## config.mk

```make
export PLATFORM = sky130hd
export DESIGN_NAME = positional_list_engine_core
export DESIGN_NICKNAME = d
export VERILOG_FILES = /design/src/design/ple_pkg.sv /design/src/design/ple_datapath.sv /design/src/design/ple_ctrl.sv /design/src/design/positional_list_engine_core.sv
export SDC_FILE = /design/constraint.sdc
export NUM_CORES = 2
export LEC_CHECK = 0
export ABC_AREA = 1
export BUFFER_PORTS_ARGS = -buffer_cell sky130_fd_sc_hd__buf_2
export CAP_MARGIN = 15
export CORE_MARGIN = 2
export CORE_UTILIZATION = 43
export DETAILED_ROUTE_END_ITERATION = 10
export PLACE_DENSITY_LB_ADDON = 0.05
export SLEW_MARGIN = 20
export SYNTH_ARGS = -nofsm -noshare
export SYNTH_HDL_FRONTEND = slang
export SYNTH_SLANG_ARGS = --single-unit
```

## constraint.sdc

```tcl
create_clock -name i_clk -period 6.1 [get_ports i_clk]
set_input_delay 0.305 -clock i_clk [delete_from_list [all_inputs] [get_ports i_clk]]
set_output_delay 0.305 -clock i_clk [all_outputs]
set_load 0.05 [all_outputs]
```

## src/design/ple_pkg.sv

```systemverilog
package ple_pkg;

    localparam int DEPTH  = 16;
    localparam int IDX_W  = $clog2(DEPTH);
    localparam int CNT_W  = $clog2(DEPTH + 1);
    localparam int POS_W  = 5;
    localparam int VAL_W  = 32;
    localparam int REQ_W  = 3;
    localparam int ST_W   = 2;
    localparam int TOT_W  = 5;
    localparam int CMP_W  = ((CNT_W > POS_W) ? CNT_W : POS_W) + 1;
    localparam int IN_DATA_W  = 40;
    localparam int OUT_DATA_W = 40;

    typedef enum logic [REQ_W-1:0] {
        REQ_INS_FRONT = 3'd0,
        REQ_INS_BACK  = 3'd1,
        REQ_INS_POS   = 3'd2,
        REQ_DEL_FRONT = 3'd3,
        REQ_DEL_BACK  = 3'd4,
        REQ_DEL_POS   = 3'd5,
        REQ_TRAVERSE  = 3'd6,
        REQ_COUNT     = 3'd7
    } t_req;

    typedef enum logic [ST_W-1:0] {
        ST_OK      = 2'd0,
        ST_EMPTY   = 2'd1,
        ST_BAD_POS = 2'd2,
        ST_FULL    = 2'd3
    } t_status;

    typedef struct packed {
        logic load;
        logic exec;
        logic step;
    } t_cmd;

    typedef struct packed {
        logic more;
    } t_stat;

endpackage

```

## src/design/ple_datapath.sv

```systemverilog
module ple_datapath (
    input  logic                        i_clk,
    input  logic                        i_rst_n,
    input  ple_pkg::t_cmd               i_cmd,
    output ple_pkg::t_stat              o_stat,
    input  logic [ple_pkg::REQ_W-1:0]   i_req,
    input  logic [ple_pkg::POS_W-1:0]   i_pos,
    input  logic [ple_pkg::VAL_W-1:0]   i_val,
    output logic [ple_pkg::ST_W-1:0]    o_status,
    output logic [ple_pkg::VAL_W-1:0]   o_value,
    output logic [ple_pkg::TOT_W-1:0]   o_total,
    output logic                        o_last
);

    logic [ple_pkg::VAL_W-1:0]  r_store [ple_pkg::DEPTH];
    logic [ple_pkg::CNT_W-1:0]  r_cnt;
    ple_pkg::t_req              r_req;
    logic [ple_pkg::POS_W-1:0]  r_pos;
    logic [ple_pkg::VAL_W-1:0]  r_val;
    ple_pkg::t_status           r_status;
    logic [ple_pkg::VAL_W-1:0]  r_value;
    logic                       r_last;
    logic                       r_trav;
    logic [ple_pkg::IDX_W-1:0]  r_tidx;

    ple_pkg::t_status           n_status;
    logic                       op_ins;
    logic                       op_del;
    logic                       op_trav;
    logic [ple_pkg::CMP_W-1:0]  k;
    logic [ple_pkg::CMP_W-1:0]  n;
    logic [ple_pkg::CMP_W-1:0]  p;
    logic                       full;
    logic [ple_pkg::IDX_W-1:0]  rd_idx;
    logic [ple_pkg::VAL_W-1:0]  rd_data;
    logic [ple_pkg::IDX_W-1:0]  tidx_nxt;

    always_comb begin
        n        = ple_pkg::CMP_W'(r_cnt);
        p        = ple_pkg::CMP_W'(r_pos);
        full     = (n == ple_pkg::CMP_W'(ple_pkg::DEPTH));
        n_status = ple_pkg::ST_OK;
        op_ins   = 1'b0;
        op_del   = 1'b0;
        op_trav  = 1'b0;
        k        = '0;
        case (r_req)
            ple_pkg::REQ_INS_FRONT, ple_pkg::REQ_INS_BACK: begin
                if (full) begin
                    n_status = ple_pkg::ST_FULL;
                end else begin
                    op_ins = 1'b1;
                    k      = (r_req == ple_pkg::REQ_INS_FRONT) ? '0 : n;
                end
            end
            ple_pkg::REQ_INS_POS: begin
                // an empty list refuses positional insert
                if (n == '0 || p == '0 || p > n + 1'b1) begin
                    n_status = ple_pkg::ST_BAD_POS;
                end else if (full) begin
                    n_status = ple_pkg::ST_FULL;
                end else begin
                    op_ins = 1'b1;
                    k      = p - 1'b1;
                end
            end
            ple_pkg::REQ_DEL_FRONT, ple_pkg::REQ_DEL_BACK, ple_pkg::REQ_DEL_POS: begin
                if (n == '0) begin
                    n_status = ple_pkg::ST_EMPTY;
                end else if (r_req == ple_pkg::REQ_DEL_POS && (p == '0 || p > n)) begin
                    n_status = ple_pkg::ST_BAD_POS;
                end else begin
                    op_del = 1'b1;
                    case (r_req)
                        ple_pkg::REQ_DEL_FRONT: k = '0;
                        ple_pkg::REQ_DEL_BACK:  k = n - 1'b1;
                        default:                k = p - 1'b1;
                    endcase
                end
            end
            ple_pkg::REQ_TRAVERSE: begin
                if (n == '0) begin
                    n_status = ple_pkg::ST_EMPTY;
                end else begin
                    op_trav = 1'b1;
                end
            end
            default: begin
                n_status = ple_pkg::ST_OK;
            end
        endcase
    end

    assign tidx_nxt = r_tidx + 1'b1;
    assign rd_idx   = i_cmd.exec ? k[ple_pkg::IDX_W-1:0] : tidx_nxt;
    assign rd_data  = r_store[rd_idx];

    // insert writes the target entry and shifts the entries after it up; delete shifts the entries from it on down
    always_ff @(posedge i_clk) begin
        if (i_cmd.exec) begin
            for (int i = 0; i < ple_pkg::DEPTH; i++) begin
                if (op_ins) begin
                    if (ple_pkg::CMP_W'(i) == k) begin
                        r_store[i] <= r_val;
                    end else if (ple_pkg::CMP_W'(i) > k && ple_pkg::CMP_W'(i) <= n && i > 0) begin
                        r_store[i] <= r_store[(i > 0) ? i - 1 : 0];
                    end
                end else if (op_del) begin
                    if (ple_pkg::CMP_W'(i) >= k && ple_pkg::CMP_W'(i) + 1'b1 < n
                        && i < ple_pkg::DEPTH - 1) begin
                        r_store[i] <= r_store[(i < ple_pkg::DEPTH - 1) ? i + 1 : i];
                    end
                end
            end
        end
    end

    always_ff @(posedge i_clk) begin
        if (!i_rst_n) begin
            r_cnt  <= '0;
            r_trav <= 1'b0;
            r_last <= 1'b0;
            r_tidx <= '0;
        end else begin
            if (i_cmd.exec) begin
                if (op_ins) begin
                    r_cnt <= r_cnt + 1'b1;
                end else if (op_del) begin
                    r_cnt <= r_cnt - 1'b1;
                end
                r_trav <= op_trav;
                r_last <= op_trav ? (n == ple_pkg::CMP_W'(1)) : 1'b1;
                r_tidx <= '0;
            end else if (i_cmd.step) begin
                r_tidx <= tidx_nxt;
                r_last <= (ple_pkg::CMP_W'(r_tidx) + ple_pkg::CMP_W'(2) == n);
            end
        end
    end

    always_ff @(posedge i_clk) begin
        if (i_cmd.load) begin
            r_req <= ple_pkg::t_req'(i_req);
            r_pos <= i_pos;
            r_val <= i_val;
        end
        if (i_cmd.exec) begin
            r_status <= n_status;
            r_value  <= (op_del || op_trav) ? rd_data : '0;
        end else if (i_cmd.step) begin
            r_value  <= rd_data;
        end
    end

    assign o_stat.more = r_trav && !r_last;
    assign o_status    = r_status;
    assign o_value     = r_value;
    assign o_total     = ple_pkg::TOT_W'(r_cnt);
    assign o_last      = r_last;

endmodule

```

## src/design/ple_ctrl.sv

```systemverilog
module ple_ctrl (
    input  logic            i_clk,
    input  logic            i_rst_n,
    input  logic            i_in_valid,
    output logic            o_in_ready,
    output logic            o_out_valid,
    input  logic            i_out_ready,
    output ple_pkg::t_cmd   o_cmd,
    input  ple_pkg::t_stat  i_stat
);

    typedef enum logic [1:0] {
        S_IDLE,
        S_EXEC,
        S_OUT
    } t_state;

    t_state r_state;
    logic   r_in_ready;
    logic   r_out_valid;
    logic   in_beat;
    logic   out_beat;

    assign in_beat  = i_in_valid && r_in_ready;
    assign out_beat = r_out_valid && i_out_ready;

    always_ff @(posedge i_clk) begin
        if (!i_rst_n) begin
            r_state     <= S_IDLE;
            r_in_ready  <= 1'b1;
            r_out_valid <= 1'b0;
        end else begin
            case (r_state)
                S_IDLE: begin
                    if (in_beat) begin
                        r_state    <= S_EXEC;
                        r_in_ready <= 1'b0;
                    end
                end
                S_EXEC: begin
                    r_state     <= S_OUT;
                    r_out_valid <= 1'b1;
                end
                S_OUT: begin
                    // traverse keeps emitting until the tail beat is taken
                    if (out_beat && !i_stat.more) begin
                        r_state     <= S_IDLE;
                        r_out_valid <= 1'b0;
                        r_in_ready  <= 1'b1;
                    end
                end
                default: begin
                    r_state     <= S_IDLE;
                    r_in_ready  <= 1'b1;
                    r_out_valid <= 1'b0;
                end
            endcase
        end
    end

    assign o_cmd.load  = in_beat;
    assign o_cmd.exec  = (r_state == S_EXEC);
    assign o_cmd.step  = out_beat && i_stat.more;
    assign o_in_ready  = r_in_ready;
    assign o_out_valid = r_out_valid;

endmodule

```

## src/design/positional_list_engine_core.sv

```systemverilog
// a request's first result beat is registered in the exec state, which follows the
// state that takes its input beat; no new request is taken until the last result
// beat of the previous one is taken; a traverse sends one beat per cycle while the
// receiver is ready, one for each stored element
// the element register file shifts in the exec step
// reset (i_rst_n low, synchronous) empties the list; stored values are not cleared
module positional_list_engine_core (
    input  logic                              i_clk,
    input  logic                              i_rst_n,
    input  logic                              i_s_axis_tvalid,
    output logic                              o_s_axis_tready,
    // position [4:0], new_value [36:5], zero pad [39:37]
    input  logic [ple_pkg::IN_DATA_W-1:0]     i_s_axis_tdata,
    // req_type [2:0]
    input  logic [ple_pkg::REQ_W-1:0]         i_s_axis_tuser,
    output logic                              o_m_axis_tvalid,
    input  logic                              i_m_axis_tready,
    // item_value [31:0], element_total [36:32], zero pad [39:37]
    output logic [ple_pkg::OUT_DATA_W-1:0]    o_m_axis_tdata,
    // status [1:0]
    output logic [ple_pkg::ST_W-1:0]          o_m_axis_tuser,
    output logic                              o_m_axis_tlast
);

    localparam int PAD_W = ple_pkg::OUT_DATA_W - ple_pkg::VAL_W - ple_pkg::TOT_W;

    ple_pkg::t_cmd              cmd;
    ple_pkg::t_stat             stat;
    logic [ple_pkg::VAL_W-1:0]  value;
    logic [ple_pkg::TOT_W-1:0]  total;

    ple_ctrl u_ctrl (
        .i_clk       (i_clk),
        .i_rst_n     (i_rst_n),
        .i_in_valid  (i_s_axis_tvalid),
        .o_in_ready  (o_s_axis_tready),
        .o_out_valid (o_m_axis_tvalid),
        .i_out_ready (i_m_axis_tready),
        .o_cmd       (cmd),
        .i_stat      (stat)
    );

    ple_datapath u_datapath (
        .i_clk    (i_clk),
        .i_rst_n  (i_rst_n),
        .i_cmd    (cmd),
        .o_stat   (stat),
        .i_req    (i_s_axis_tuser),
        .i_pos    (i_s_axis_tdata[ple_pkg::POS_W-1:0]),
        .i_val    (i_s_axis_tdata[ple_pkg::POS_W +: ple_pkg::VAL_W]),
        .o_status (o_m_axis_tuser),
        .o_value  (value),
        .o_total  (total),
        .o_last   (o_m_axis_tlast)
    );

    assign o_m_axis_tdata = {{PAD_W{1'b0}}, total, value};

endmodule

```

======== After elaboration in Yosys (flattened, before gate mapping) ========
Memories as Yosys holds them, arrays and structs flattened.
Cells that the tools add are included.
Widths: inputs -> output; s select.
storage, ports and cells
  register bits after elaboration ......... 89
  bits in writable memories ............... 512
  input port bits ......................... 47
  output and inout port bits .............. 45
  word-level logic and storage cells ...... 482
  memories kept ........................... 1
memory list
  memory              depth  width  read ports  clocked after Yosys merged registers in  write ports  RTL line            source
  u_datapath.r_store  16     32     17          0                                        16           ple_datapath.sv:15  logic [ple_pkg::VAL_W-1:0] r_store [ple_pkg::DEPTH];
cells by class
  $add $sub $neg .......................... 7
  magnitude comparators ................... 62
  equal/unequal tests ..................... 28
  multiplexer cells ....................... 283
  bitwise operators ....................... 33
  reductions and logical operators ........ 56
operators with widths
  cell                 number
  $mux 32              33
  $mux 1               228
  $eq 4x6->1 const A   8
  $gt 4x6->1 const A   8
  $ge 4x6->1 const A   7
  $le 4x5->1 const A   8
  $lt 4x5->1 const A   8
  $logic_and 1x1->1    36
  $mux 6               5
  $or 1x1->1           30
  $eq 3x6->1 const A   4
  $ge 3x6->1 const A   4
  $gt 3x6->1 const A   4
  $le 3x5->1 const A   4
  $lt 3x5->1 const A   4
  $pmux 6 s3           1
  $mux 5               3
  $eq 2x6->1 const A   2
  $ge 1x6->1 const A   2
  $ge 2x6->1 const A   2
  $gt 2x6->1 const A   2
  $mux 2               6
  $pmux 6 s2           1
  $sub 5x1->6 const B  2
  other kinds (39)     57

======== Depth between registers and ports, before layout ========
  depth after elaboration ................. 15
  mapped depth ............................ 26

======== Modules after synthesis ========
A second synthesis with hierarchy kept.
second synthesis, totals
  cells, all modules ...................... 4870
  area total of the unflattened synthesis .. 37350.8 um^2
by module, submodules not included
  module                       instances  cells each  area an instance (um^2)  sequential area each (um^2)
  ple_datapath                 1          4840        37131.9                  17817.1
  ple_ctrl                     1          26          192.7                    80.1
  positional_list_engine_core  1          4           26.3                     0.0

======== Worst setup path before layout ========
Ideal clock, no wire load.
  path type ............................... flip-flop to flip-flop
  from .................................... register u_datapath.r_cnt, in the netlist u_datapath.o_total[0]
  to ...................................... memory u_datapath.r_store[12][0] (netlist bit) (enable)
  setup time .............................. 0.533 ns
  arrival ................................. 6.532 ns
  setup slack ............................. -0.965 ns
  stages on the path, launching flop included .. 19
  path buffers ............................ 2
  period minus slack after synthesis ...... 7.065 ns
  path through ............................ dfxtp_1 buf_4 inv_1 o21ai_0 o21ai_0 ha_1 nand2_1 nor2_1 nand2_1 nand2_1 inv_2 nand2_4 nand2_4 nor2_8 nand2_2 nand2_4 nand2_4 clkbuf_1 o311ai_0
RTL lines
  what                    RTL line             source
  from (decl)             ple_datapath.sv:16   logic [ple_pkg::CNT_W-1:0] r_cnt;
  from (signal assigned)  ple_datapath.sv:127  r_cnt <= r_cnt + 1'b1;
  from (signal assigned)  ple_datapath.sv:129  r_cnt <= r_cnt - 1'b1;
  to (decl)               ple_datapath.sv:15

======== Worst setup path in the final report ========
  from .................................... register u_datapath.r_cnt, in the netlist u_datapath.o_total[0]
  to ...................................... register u_datapath.r_value, in the netlist u_datapath.o_value[21], data pin
on the way
  word-level cells in the longest chain between the ends .. 10
  elaborated cells on any way between the ends .. 29
  those cells by class .................... 2 x add/sub; 2 x order compare; 1 x eq/ne; 17 x mux; 6 x reduce/logical; 1 x memory
RTL lines
  what                                                                   RTL line             source
  parallel branches: the longest is 9 deep, another holds $mem_v2 16x32  -
  $mux 32 (*)                                                            ple_datapath.sv:147  if (i_cmd.exec) begin
  to (signal assigned)                                                   ple_datapath.sv:149  r_value <= (op_del || op_trav) ? rd_data : '0;
  to (signal assigned)                                                   ple_datapath.sv:151  r_value <= rd_data;
  to (decl)                                                              ple_datapath.sv:21   logic [ple_pkg::VAL_W-1:0] r_value;
Mark *: on every way between the ends. The select of a mux whose other input is x is not followed.
A chain may end at the register's enable or synchronous reset.

==> results.md <==
* Antenna Nets Post-Route at 0
* Rel. slew slack at 0.232
* Vias after detailed routing at about 35000
* Detailed placement HPWL at 92700 um
* Worst r2r src: u_datapath.o_total[0]
* Share of post-route cells with drive strength above 1 at 0.0890
* Worst R2R Path Depth at 19
* Clk_lat worst skew at 650 ps
* Path type of the worst setup path: reg -> reg
* Power Total at roughly 11 mW
* TritonCTS buffer count at between 70 and 80
* Final setup fails at 0
* Startpoint Class: flop
* Clock Pin Slew Worst Setup and Hold Paths at roughly 60 ps
* # nets final at between 4000 and 5000
* Final design instance area without fill at around 0.041 mm^2
* Residual DRC at 0
* Global-route wire length before repair at ~210000 um
* Routed wire per std cell at ~24 um
* Synth Area in Adders at 0.00759
* #FFs+latches synth at roughly 600
* Worst VDD drop at 0.232 mV
* Ports at 92
* GRT Overall Usage at 0.309
* Fmax at about 190 MHz
* Starting Density at 0.436
* Via/cell ratio at about 6
* Setup Skew at roughly 31 ps
* P&R area growth vs syn at 10.3%
* Largest net degree at the start of global routing at 110
* Mean Syn Cell Area at 7.81 um^2
* Initial DRC Count at 3630
* Post-Syn Area at about 0.037 mm^2
* GP Congestion at around 0.96
* N_diodes at 0
* Post-synthesis mux area share at 0
* Critical Path RT at ~6500 ps
* Final hold vios at 0
* Endpoint of the worst register-to-register path: u_datapath.o_value[21]
* DIE HEIGHT at 298 um
* Crit-path max FO at 63
* Post-CTS Setup Repair Bufs at 0
* Core area at between 0.08 and 0.09 mm^2
* CP startpoint: u_datapath.o_total[0]
* P_leak at roughly 17 nW
* R2R setup slack at 890 ps
* Syn. warnings at 0
* First-pass DRT Iterations at 6
* Post-synthesis xor/xnor area fraction at 0.00305
* CTS tree: yes
* Fin crit share at 0.854
* Placed cell area at slightly below 0.04 mm^2
* Crit path DAT at between 5000 and 6000 ps
* Crit path depth at 19
* Hold crit path type: in -> reg
* Initial antenna violation count at 1
* Status: finished, final reports clean
* PD cells at roughly 270 mW/mm^2
* CP top delay family: simple AND/OR/NAND/NOR gates
* Final wirelength at 140000 um
* Die X at 298 um
* Cell Count, Final, Fillers Out at just under 6000
* CP Cell Sequence: inv_1, o21ai_0, o21ai_0, ha_1, nand2_1, nor2_1, nand2_1, nand3_1, nand2_4, nand2_4, nor2_8, nand3b_1, nand3_2, o21ai_4, buf_4, nand2_1, nor2_1, nor2_1, nor2_1
* Tmin final at 5210 ps
* Critical path's most frequent cell: nor2_1
* Placed cells at 5734
* Sequential fraction of the synthesis area at 0.480
* RSZ-0062 raised after global routing: no
* Critical Path End Type: flop
* Worst path slowest cell: buf_4
* Fin. max-slew vios at 0
* Mapped Cells at between 4000 and 5000
* Largest family of logic cells by synthesized area: simple AND/OR/NAND/NOR gates
* Simple-gate share of the synthesized area at 0.321
* FILL cells at 8526
* Post-synth EDFFs at between 500 and 600
* Max-cap viol count at 0
* Synth cell types at 55
* Vias in the first global route at 34000
* Rows at ~110
* Worst Setup EP: u_datapath.o_value[21]
* Hold Path Origin: i_rst_n
* Final Hold Slack at between 70 and 80 ps
* Post-synth ARST share at 0
* Setup Total Neg Slack at 0 ps
* H-tree depth at 3
* Root buffer cell: clkbuf_16
* Compound-Gate Fraction of Synth Area at 0.104
* Grt ovf at 0
* Buffers & Inverters on Critical Path at 2
* Max stage delay on crit path at about 900 ps
* Main synth FF type: edfxtp_1
* CTS max path bufs at 3
* Die area at slightly below 0.09 mm^2
* Number of port buffers at between 80 and 90
* Worst slew pin tran at 1150 ps
* Clock Sinks at 601
-- layer usage --
metal,up-vias,share of wire,GRT usage
met5,-,0,0
met4,0,0.065,0.180
met3,371,0.064,0.0313
met2,1531,0.47,0.508
met1,16900,0.40,0.397
li1,16100,-,-
-- cell usage in the layout, fill, tap and decap left out, drive strengths merged --
| cell | netlist | layout |
|---|---|---|
| clkinvlp | 0 | 2 |
| xor2 | 10 | 10 |
| nand3 | 987 | 987 |
| buf | 224 | 202 |
| xnor2 | 3 | 3 |
| clkinv | 5 | 29 |
| o21bai | 2 | 2 |
| ha | 21 | 21 |
| nor2 | 248 | 248 |
| edfxtp | 586 | 586 |
| inv | 324 | 327 |
| a31oi | 8 | 8 |
| clkbuf | 160 | 101 |
| nand3b | 34 | 34 |
| nand2 | 1436 | 1436 |
| conb | 1 | 3 |
| a21oi | 175 | 175 |
| o31ai | 2 | 2 |
| o21ai | 391 | 391 |
| o41ai | 1 | 1 |
| bufinv | 0 | 3 |
| dlygate4sd3 | 0 | 41 |
| o22ai | 2 | 2 |
| dfxtp | 15 | 15 |
| nand4 | 9 | 9 |
| nor3 | 10 | 10 |
| o211ai | 105 | 105 |
| o21a | 1 | 1 |
| o311ai | 3 | 3 |
| nor4 | 1 | 1 |
| a211oi | 2 | 2 |
| o31a | 1 | 1 |
| or2 | 1 | 1 |
| fa | 1 | 1 |
| o2111ai | 1 | 1 |
-- cells in the mapped netlist (3+ instances only) --
library cell  count  area share
nand2_4          10      0.0030
o21ai_0         205       0.028
nand4_1           8      0.0013
xnor2_1           3     0.00071
edfxtp_1        586        0.47
buf_6            17      0.0051
buf_4            30      0.0060
clkbuf_1        157       0.016
nand2_2          11      0.0018
inv_2            24      0.0024
o21ai_2          14      0.0033
nor2_2           14      0.0023
nand3_1         978        0.13
nor2_1          222       0.022
a21oi_1         173       0.023
buf_1            14      0.0014
buf_2           163       0.022
nand3b_1         34      0.0068
ha_1             21      0.0070
a31oi_1           8      0.0013
o21ai_1         171       0.023
dfxtp_1          15      0.0081
clkinv_1          3     0.00030
o211ai_1        105       0.021
nor2_4           11      0.0033
xor2_1           10      0.0023
nor3_1            7     0.00094
o311ai_0          3     0.00071
nand3_2           7      0.0019
nand2_1        1414        0.14
clkbuf_2          3     0.00040
inv_1           300       0.030
-- logic make-up (layout without fill, tap and decap cells) --
logic type               Yosys count  after routing
AO/OA/AOI/OAI                    694            694
XOR/XNOR                          13             13
adder cells (fa/ha/maj)           22             22
buffers and inverters            713            705
flip-flops                       601            601
other                              1              3
AND/OR/NAND/NOR                 2726           2726
-- state kept, by name, indices dropped and copies added, names as in the netlist --
name,count
u_datapath.r_store,512
u_datapath.o_value,32
u_datapath.r_val,32
u_datapath.o_total,5
u_datapath.r_pos,5
u_datapath.r_tidx,4
u_datapath.r_req,3
u_ctrl.r_state,2
u_datapath.o_status,2
u_ctrl.o_in_ready,1
u_ctrl.o_out_valid,1
u_datapath.o_last,1
u_datapath.r_trav,1
-- stage by stage --
| stage | setup slack, ps | util |
|---|---|---|
| after floorplan | -965 | - |
| after global placement | 1120 | 0.449 |
| after CTS | 1040 | 0.481 |
| final | 893 | 0.481 |
| after detailed placement | 1060 | 0.449 |
| after global routing | 653 | 0.481 |
-- power breakdown --
| group | internal [mW] | leakage, nW | switching, mW |
|---|---|---|---|
| Combinational | 0.508 | 10.6 | 1.27 |
| Sequential | 4.68 | 5.42 | 0.0834 |
| Clock | 2.48 | 1.11 | 1.88 |
-- how the worst min path moves through the flow --
stage                            end  slack, ps  cells after the start
2_1_floorplan    u_datapath.r_pos[0]        400                      0
3_3_place_gp       u_ctrl.r_state[0]        460                      1
3_5_place_dp       u_ctrl.r_state[0]        470                      1
4_1_cts            u_ctrl.r_state[1]         50                      3
5_1_grt            u_ctrl.r_state[1]         70                      3
6_report       u_datapath.o_total[4]         70                      3
-- area by class of cell --
cell class / instances / area (um^2) / share of cell area
Clock inverter: 32 / 249 / 0.00606
Timing Repair Buffer: 243 / 1840 / 0.0447
Tap cell: 1144 / 1430 / 0.0348
Inverter: 329 / 1240 / 0.0302
Sequential cell: 601 / 17900 / 0.435
Clock buffer: 101 / 2050 / 0.0498
Multi-Input combinational cell: 3458 / 16400 / 0.399
-- timing repair --
item,4_1_cts,5_1_grt
hold buffers,41,0
hold endpoints to repair,41,0
resized for setup,0,0
-- worst min-delay path, stage by stage --
cell and delay [ps]:
buf_2 200, o21ai_0 110, a21oi_1 40
Power figures use the tool's default switching activity.
